[config.mk]
export PLATFORM = sky130hd
export DESIGN_NAME = cpa_engine
export DESIGN_NICKNAME = d
export VERILOG_FILES = /design/src/rtl/cpa_pkg.sv /design/src/rtl/cpa_engine.sv
export SDC_FILE = /design/constraint.sdc
export NUM_CORES = 2
export LEC_CHECK = 0
export BUFFER_PORTS_ARGS = -buffer_cell sky130_fd_sc_hd__clkbuf_2
export CAP_MARGIN = 40
export CORE_AREA = 2 2 699 701
export CTS_CLUSTER_SIZE = 20
export DETAILED_ROUTE_END_ITERATION = 6
export DIE_AREA = 0 0 701 703
export GPL_ROUTABILITY_DRIVEN = 0
export PLACE_DENSITY_LB_ADDON = 0.15
export SYNTH_ARGS = -nofsm -noshare
export SYNTH_HDL_FRONTEND = slang
export SYNTH_SLANG_ARGS = --single-unit
export TNS_END_PERCENT = 20
[constraint.sdc]
create_clock -name aclk -period 32.1 [get_ports aclk]
set_input_delay 4.815 -clock aclk [delete_from_list [all_inputs] [get_ports aclk]]
set_output_delay 4.815 -clock aclk [all_outputs]
set_load 0.02 [all_outputs]
[src/rtl/cpa_pkg.sv]
package cpa_pkg;

    // Field widths
    localparam int FUNC_ID_W = 10;
    localparam int LEVEL_W   = 8;
    localparam int TIME_W    = 63;
    localparam int MEM_W     = 48;
    localparam int ACC_W     = 64;
    localparam int CALLS_W   = 32;
    localparam int SEEN_W    = 11;
    localparam int DEPTH_W   = 6;

    // Configuration port
    localparam int PADDR_W = 3;
    localparam int PDATA_W = 32;
    localparam int CFG_SEL_BIT = 2;
    localparam logic REG_EXCLUSIVE = 1'b0;
    localparam logic REG_DEEPEST   = 1'b1;
    localparam logic [DEPTH_W-1:0] DEEPEST_RESET = 6'd62;

    // Shift of the reciprocal used to reduce func_id modulo the table depth
    localparam int RECIP_SHIFT = 20;
    localparam int RECIP_W     = 20;
    localparam int PROD_W      = 30;

    typedef struct packed {
        logic [FUNC_ID_W-1:0] func_id;
        logic [LEVEL_W-1:0]   call_level;
        logic [TIME_W-1:0]    entry_wall;
        logic [TIME_W-1:0]    exit_wall;
        logic [TIME_W-1:0]    entry_cpu;
        logic [TIME_W-1:0]    exit_cpu;
        logic [MEM_W-1:0]     entry_mem;
        logic [MEM_W-1:0]     exit_mem;
        logic [MEM_W-1:0]     entry_peak;
        logic [MEM_W-1:0]     exit_peak;
    } cpa_in_t;

    typedef struct packed {
        logic [CALLS_W-1:0]      total_calls;
        logic signed [ACC_W-1:0] total_wall;
        logic signed [ACC_W-1:0] total_cpu;
        logic signed [ACC_W-1:0] net_memory;
        logic signed [ACC_W-1:0] largest_peak;
        logic [SEEN_W-1:0]       distinct_funcs;
        logic                    level_too_deep;
    } cpa_out_t;

    typedef struct packed {
        logic               exclusive_mode;
        logic [DEPTH_W-1:0] deepest_level;
    } cpa_cfg_t;

    // One row of the per-function statistics table
    typedef struct packed {
        logic               valid;
        logic [CALLS_W-1:0] calls;
        logic [ACC_W-1:0]   wall;
        logic [ACC_W-1:0]   cpu;
        logic [ACC_W-1:0]   mem;
        logic [ACC_W-1:0]   peak;
    } func_row_t;

    // One row of the per-level child time accumulators
    typedef struct packed {
        logic [ACC_W-1:0] wall;
        logic [ACC_W-1:0] cpu;
    } level_row_t;

    typedef enum logic [2:0] {
        ST_CLEAR,
        ST_IDLE,
        ST_INDEX,
        ST_READ,
        ST_CHARGE,
        ST_UPDATE
    } cpa_state_t;

endpackage

[src/rtl/cpa_engine.sv]
module cpa_engine #(
    parameter int FUNC_ENTRIES = 1024,
    parameter int LEVEL_SLOTS  = 64,
    parameter int FW           = 10,
    parameter int LW           = 6
) (
    input  logic                aclk,
    input  logic                aresetn,
    input  cpa_pkg::cpa_cfg_t   cfg,
    // Input channel
    input  logic                s_valid,
    output logic                s_ready,
    input  cpa_pkg::cpa_in_t    s_payload,
    // Result channel
    output logic                m_valid,
    input  logic                m_ready,
    output cpa_pkg::cpa_out_t   m_payload,
    // Function table
    output logic                ft_rd_en,
    output logic [FW-1:0]       ft_rd_addr,
    input  cpa_pkg::func_row_t  ft_rd_data,
    output logic                ft_wr_en,
    output logic [FW-1:0]       ft_wr_addr,
    output cpa_pkg::func_row_t  ft_wr_data,
    // Level table
    output logic                lt_rd_en,
    output logic [LW-1:0]       lt_rd_addr_a,
    output logic [LW-1:0]       lt_rd_addr_b,
    input  cpa_pkg::level_row_t lt_rd_data_a,
    input  cpa_pkg::level_row_t lt_rd_data_b,
    output logic                lt_wr_en,
    output logic [LW-1:0]       lt_wr_addr,
    output cpa_pkg::level_row_t lt_wr_data
);
    import cpa_pkg::*;

    localparam int CLEAR_LEN = (FUNC_ENTRIES > LEVEL_SLOTS) ? FUNC_ENTRIES : LEVEL_SLOTS;
    localparam int CW        = (CLEAR_LEN > 1) ? $clog2(CLEAR_LEN) : 1;
    localparam int RECIP     = (2**RECIP_SHIFT + FUNC_ENTRIES - 1) / FUNC_ENTRIES;
    localparam int ADDR_X_W  = 17;

    cpa_state_t state_reg, state_next;
    logic [CW-1:0] clr_cnt_reg, clr_cnt_next;

    cpa_in_t              item_reg;
    logic [FUNC_ID_W-1:0] quot_reg;
    logic [ACC_W-1:0]     dwall_reg, dcpu_reg, dmem_reg, dpeak_reg;
    logic                 time_en_reg;   // times are added to the totals
    logic                 charge_reg;    // exclusive charging through the level table
    logic                 flag_reg;
    logic                 has_below_reg;
    logic [FW-1:0]        idx_reg;
    logic [LW-1:0]        lvl_addr_reg;

    logic [ACC_W-1:0]     wall_share_reg, cpu_share_reg;
    level_row_t           lvl_new_reg;
    logic [ACC_W-1:0]     mem_tot_reg, peak_max_reg;
    logic [CALLS_W-1:0]   calls_reg;
    logic                 new_func_reg;

    logic [SEEN_W-1:0]    seen_reg, seen_next;
    cpa_out_t             out_reg;
    logic                 out_valid_reg, out_valid_next;

    logic                 accept;
    logic                 out_free;
    logic                 finish;
    logic [PROD_W-1:0]    quot_prod;
    logic [26:0]          back_prod;
    logic [FUNC_ID_W-1:0] rem10;
    logic [ADDR_X_W-1:0]  rem_x;
    logic [15:0]          lvl_x;
    logic [15:0]          lvl_up_x;
    logic                 lvl_ok;
    logic [ACC_W-1:0]     below_wall, below_cpu;
    func_row_t            row_upd;

    assign accept   = s_valid && s_ready;
    assign out_free = !out_valid_reg || m_ready;
    assign finish   = (state_reg == ST_UPDATE) && out_free;

    // Index reduction: quotient by reciprocal, remainder by back-multiply
    assign quot_prod = PROD_W'(item_reg.func_id) * PROD_W'(RECIP);
    assign back_prod = 27'(quot_reg) * 27'(FUNC_ENTRIES);
    assign rem10     = item_reg.func_id - back_prod[FUNC_ID_W-1:0];
    assign rem_x     = ADDR_X_W'(rem10);

    assign lvl_x    = 16'(item_reg.call_level);
    assign lvl_up_x = lvl_x + 16'd1;
    assign lvl_ok   = (item_reg.call_level <= LEVEL_W'(cfg.deepest_level))
                   && (lvl_x < 16'(LEVEL_SLOTS));

    // Child time accumulated one level below; none beyond the last slot
    assign below_wall = has_below_reg ? lt_rd_data_b.wall : '0;
    assign below_cpu  = has_below_reg ? lt_rd_data_b.cpu  : '0;

    // Updated row written back at the end of an item
    always_comb begin
        row_upd       = ft_rd_data;
        row_upd.valid = 1'b1;
        row_upd.calls = calls_reg;
        row_upd.wall  = ft_rd_data.wall + (time_en_reg ? wall_share_reg : '0);
        row_upd.cpu   = ft_rd_data.cpu  + (time_en_reg ? cpu_share_reg  : '0);
        row_upd.mem   = mem_tot_reg;
        row_upd.peak  = peak_max_reg;
    end

    // State and control registers
    always_ff @(posedge aclk) begin
        if (!aresetn) begin
            state_reg     <= ST_CLEAR;
            clr_cnt_reg   <= '0;
            seen_reg      <= '0;
            out_valid_reg <= 1'b0;
        end else begin
            state_reg     <= state_next;
            clr_cnt_reg   <= clr_cnt_next;
            seen_reg      <= seen_next;
            out_valid_reg <= out_valid_next;
        end
    end

    // Next state, memory ports and handshake
    always_comb begin
        state_next     = state_reg;
        clr_cnt_next   = clr_cnt_reg;
        seen_next      = seen_reg;
        out_valid_next = out_valid_reg && !m_ready;
        s_ready        = 1'b0;

        ft_rd_en     = 1'b0;
        ft_rd_addr   = rem_x[FW-1:0];
        ft_wr_en     = 1'b0;
        ft_wr_addr   = idx_reg;
        ft_wr_data   = row_upd;
        lt_rd_en     = 1'b0;
        lt_rd_addr_a = lvl_x[LW-1:0];
        lt_rd_addr_b = lvl_up_x[LW-1:0];
        lt_wr_en     = 1'b0;
        lt_wr_addr   = lvl_addr_reg;
        lt_wr_data   = lvl_new_reg;

        case (state_reg)
            ST_CLEAR: begin
                ft_wr_en   = ({1'b0, clr_cnt_reg} < (CW+1)'(FUNC_ENTRIES));
                ft_wr_addr = clr_cnt_reg[FW-1:0];
                ft_wr_data = '0;
                lt_wr_en   = ({1'b0, clr_cnt_reg} < (CW+1)'(LEVEL_SLOTS));
                lt_wr_addr = clr_cnt_reg[LW-1:0];
                lt_wr_data = '0;
                clr_cnt_next = clr_cnt_reg + CW'(1);
                if (clr_cnt_reg == CW'(CLEAR_LEN - 1)) begin
                    state_next = ST_IDLE;
                end
            end
            ST_IDLE: begin
                s_ready = 1'b1;
                if (s_valid) begin
                    state_next = ST_INDEX;
                end
            end
            ST_INDEX: begin
                state_next = ST_READ;
            end
            ST_READ: begin
                ft_rd_en   = 1'b1;
                lt_rd_en   = 1'b1;
                state_next = ST_CHARGE;
            end
            ST_CHARGE: begin
                // Caller takes over the level below: clear it
                lt_wr_en   = charge_reg && has_below_reg;
                lt_wr_addr = lvl_up_x[LW-1:0];
                lt_wr_data = '0;
                state_next = ST_UPDATE;
            end
            ST_UPDATE: begin
                if (out_free) begin
                    ft_wr_en       = 1'b1;
                    lt_wr_en       = charge_reg;
                    seen_next      = seen_reg + SEEN_W'(new_func_reg);
                    out_valid_next = 1'b1;
                    state_next     = ST_IDLE;
                end
            end
            default: begin
                state_next = ST_CLEAR;
            end
        endcase
    end

    // Item capture
    always_ff @(posedge aclk) begin
        if (accept) begin
            item_reg <= s_payload;
        end
    end

    // Index stage: quotient, differences and mode decisions
    always_ff @(posedge aclk) begin
        if (state_reg == ST_INDEX) begin
            quot_reg      <= quot_prod[PROD_W-1 -: FUNC_ID_W];
            dwall_reg     <= ACC_W'(item_reg.exit_wall) - ACC_W'(item_reg.entry_wall);
            dcpu_reg      <= ACC_W'(item_reg.exit_cpu)  - ACC_W'(item_reg.entry_cpu);
            dmem_reg      <= ACC_W'(item_reg.exit_mem)  - ACC_W'(item_reg.entry_mem);
            dpeak_reg     <= ACC_W'(item_reg.exit_peak) - ACC_W'(item_reg.entry_peak);
            time_en_reg   <= !cfg.exclusive_mode || lvl_ok;
            charge_reg    <= cfg.exclusive_mode && lvl_ok;
            flag_reg      <= cfg.exclusive_mode && !lvl_ok;
            has_below_reg <= (lvl_up_x < 16'(LEVEL_SLOTS));
            lvl_addr_reg  <= lvl_x[LW-1:0];
        end
    end

    // Read stage: remember the reduced index for write-back
    always_ff @(posedge aclk) begin
        if (state_reg == ST_READ) begin
            idx_reg <= rem_x[FW-1:0];
        end
    end

    // Charge stage: level accumulators, caller share and the plain fields
    always_ff @(posedge aclk) begin
        if (state_reg == ST_CHARGE) begin
            lvl_new_reg.wall <= lt_rd_data_a.wall + dwall_reg;
            lvl_new_reg.cpu  <= lt_rd_data_a.cpu  + dcpu_reg;
            wall_share_reg   <= charge_reg ? (dwall_reg - below_wall) : dwall_reg;
            cpu_share_reg    <= charge_reg ? (dcpu_reg  - below_cpu)  : dcpu_reg;
            mem_tot_reg      <= ft_rd_data.mem + dmem_reg;
            peak_max_reg     <= ($signed(dpeak_reg) > $signed(ft_rd_data.peak))
                                ? dpeak_reg : ft_rd_data.peak;
            calls_reg        <= ft_rd_data.calls + CALLS_W'(1);
            new_func_reg     <= !ft_rd_data.valid;
        end
    end

    // Result register
    always_ff @(posedge aclk) begin
        if (finish) begin
            out_reg.total_calls    <= row_upd.calls;
            out_reg.total_wall     <= row_upd.wall;
            out_reg.total_cpu      <= row_upd.cpu;
            out_reg.net_memory     <= row_upd.mem;
            out_reg.largest_peak   <= row_upd.peak;
            out_reg.distinct_funcs <= seen_next;
            out_reg.level_too_deep <= flag_reg;
        end
    end

    assign m_valid   = out_valid_reg;
    assign m_payload = out_reg;

endmodule

==> summary.md <==
| Metric | Value |
|---|---|
| Vert. Die Dim | `703 microns` |
| Commonest non-fill, non-tap cell in the layout | `clkbuf_2` |
| Clock latency on the worst-skew pair | `910 ps` |
| Synth area leaders | `edfxtp_1, ha_1, xnor2_1` |
| Initial Utilization | `18.6%` |
| Crit Path Class | `in2out` |
| Ys flop type | `edfxtp_1` |
| Via density | `~4.4` |
| Post-synth ARST share | `0%` |
| Yosys reg bits | `1450` |
| Fmax | `68.9 MHz` |
| Cell count after synthesis | `8441` |
| Port bufs | `1778` |
| Rows | `roughly 260` |
| Synth cell types | `102` |
| Flop pwr share | `42.4%` |
| Area growth syn-to-layout | `26.2%` |
| Final ANT Viol Nets | `0` |
| Pre-CTS WS | `17460 ps` |
| Final instance area | `between 100000 and 150000 sq um` |
| CP cell instances | `clkbuf_2 > ha_1 > fa_1 > a21o_1 > a21oi_1 > o21ai_1 > a41oi_1 > nand2_1 > and3_1 > a211oi_2 > o41ai_1 > a221oi_2 > o21ai_1 > xor2_1 > and2_1 > clkbuf_2` |
| # resized after CTS | `0` |
| Outcome | `completed` |
| Accumulated negative setup slack | `0 ps` |
| EDFF count, synth | `~1.4k` |
| Root Driver | `clkbuf_16` |
| FF+latch area | `43300 sq um` |
| Internal power | `roughly 3.7 mW` |
| CTS tree | `yes` |
| Static Leak | `~47 nW` |
| Post-Layout Cell Count | `~17k` |
| Synth Warn # | `0` |
| Pwr/cell area | `between 40 and 50 nW/um^2` |
| Req. time, crit path | `approximately 27000 ps` |
| Critical-path maximum fanout | `4` |
| Placed Cells | `~16k` |
| Mapped Area | `90400 sq um` |
| Mapped Avg Cell Area | `10.7 sq um` |
| Number of post-CTS setup repair buffers | `0` |
| Slowest stage delay, CP | `750 ps` |
| Routed length per instance | `27.6 microns` |
| MaxCap Viol Count | `0` |
| # nets final | `12.0k` |
| CTS Sinks | `approximately 1.5k` |
| Cell Area, Placed | `around 110000 sq um` |
| Crit path max-delay family | `compound AO/OA/AOI/OAI gates` |
| Largest net degree at the start of global routing | `111` |
| Met3 Use GR | `4.77%` |
| Comb pwr share | `under 10%` |
| CP Buf/Inv Count | `2` |
| Drt pass-1 iters | `6` |
| Met1 usage | `21.3%` |
| Syn_nets | `approximately 10k` |
| Sequential share of the synthesized area | `a little under half` |
| Final hold violations | `0` |
| Max transition margin | `13.5%` |
| Switching share of power | `24.9%` |
| First-pass GRT wire length | `623000 microns` |
| CP arrival | `9690 ps` |
| # IOs | `roughly 1.8k` |
| Cell type with the highest aggregate area in the netlist | `edfxtp_1` |
| GRT met2 Usage | `30.8%` |
| Die area | `493000 sq um` |
| RSZ-0062 raised after global routing | `no` |
| Num CTS Buffers | `200` |
| CTS clk-pin slew, worst paths | `60 ps` |
| CP max-delay cell | `a211oi_2` |
| CTS Buffer Depth | `4` |
| Hpwl dp | `just under 400000 microns` |
| Worst-margin pin slew | `approximately 1300 ps` |
| H-tree levels | `4` |
| Most Crowded Layer GR | `met2` |
| Switching Power | `1.22 mW` |
| Fillers | `52.7k` |
| Max reg flops | `456` |
| Worst IR Drop VDD | `0.0455 mV` |
| DRC | `0` |
| Clock power share | `between 40% and 50%` |
| Number of global-route vias before repair | `75.4k` |
| Min Tclk post-route | `between 10000 and 15000 ps` |
| CP Capture Type | `output pin` |
| Vias | `74.8k` |
| Synth top area share | `47.4%` |
| Final Max Tran Viols | `0` |
| Core footprint | `485000 sq um` |
| Most frequent cells in the layout | `clkbuf_2, edfxtp_1, ha_1` |
| Initial antenna violation count | `170` |
| GRT overflow | `0` |
| Clk_skew | `49.6 ps` |
| DRT iter0 DRCs | `5712` |
| Setup violations, final | `0` |
| Period utilisation layout | `45.2%` |
| Post-route setup slack | `17590 ps` |
| Multi-input logic area | `44000 sq um` |
| GRT Resource Usage Total | `a little under a fifth` |
| Die W | `~700 microns` |
| Hold Path Class | `reg2reg` |
| Final core occ | `23.5%` |
| Post-CTS Hold Buffers | `0` |
| Total routed wirelength | `465000 microns` |
| Share of layout cells above drive strength 1 | `23.3%` |
| CP Launch Type | `input pin` |
## power groups by stage
stage / clock [mW] / combinational, mW / sequential (mW)
floorplan: 0 / 0.209 / 2.12
global placement: 0 / 0.399 / 2.12
detailed placement: 0 / 0.404 / 2.12
CTS: 2.52 / 0.407 / 2.08
global route: 2.57 / 0.438 / 2.08
finish: 2.42 / 0.403 / 2.08
## path summary, 6_finish.rpt
| kind | start | endpoint | slack (ps) | cells past startpoint |
|---|---|---|---|---|
| max | ft_rd_data[192] | ft_wr_data[250] | 17590 | 16 |
| min | flag_reg$_DFFE_PP_ | m_payload[0]$_DFFE_PP_ | 420 | 0 |
| max reg2reg | has_below_reg$_DFFE_PP_ | cpu_share_reg[63]$_DFFE_PP_ | 25980 | 16 |
| min reg2reg | flag_reg$_DFFE_PP_ | m_payload[0]$_DFFE_PP_ | 420 | 0 |
## cell usage after synthesis (all sizes together) (10+ instances only)
master  count
a31oi      79
fa         11
a21boi     34
nor4       25
or3        16
inv       466
and3       81
xor2      234
buf        32
a221oi     22
ha        738
nand4     138
o41ai      15
a221o      14
a21oi     729
o21bai    119
o31ai      39
nand3     153
a31o       24
clkbuf    294
o21a       75
nor3b      13
nand2     608
a41oi      18
or4        19
nor3       83
dfxtp      25
xnor2     447
a311oi     14
o211ai     42
o21ai     395
o31a       16
nor2      373
a21o      466
or2        23
a211o      10
a211oi     53
nand2b     76
nor2b      91
and4       22
and2      589
mux2      175
edfxtp   1425
## routing by layer
metal | vias up | share of wire [%]
met1 | 36800 | 40
li1 | 34600 | -
met5 | - | 0.13
met2 | 2637 | 48
met4 | 94 | 4.8
met3 | 653 | 7.1
## metrics by stage
stage | power (mW) | hold slack (ps)
2_1_floorplan | 2.33 | 400
3_3_place_gp | 2.52 | 410
3_5_place_dp | 2.52 | 407
4_1_cts | 5.00 | 411
5_1_grt | 5.09 | 424
6_report | 4.90 | 418
## kinds of logic (layout without fill, tap and decap cells)
kind of cell             after synthesis  count (layout)  share of synthesized area, %
AND/OR/NAND/NOR                     2334            2334                          13.3
AO/OA/AOI/OAI                       2250            2250                          16.0
flip-flops                          1450            1450                          47.9
buffers and inverters                793            2709                          3.42
adder cells (fa/ha/maj)              749             749                          10.5
XOR/XNOR                             681             681                          6.60
multiplexers                         184             184                          2.28
other                                  0              36                             0
## layout make-up
type                    count  area share [%]
diodes                     36          0.0790
clock buffers             227            4.50
clock inverters           138            1.61
inverters                 466            1.54
multi-input cells        6198            38.6
flip-flops and latches   1450            38.0
well taps                6450            7.08
repair buffers           1878            8.62
(Power assumes the default switching activity.)
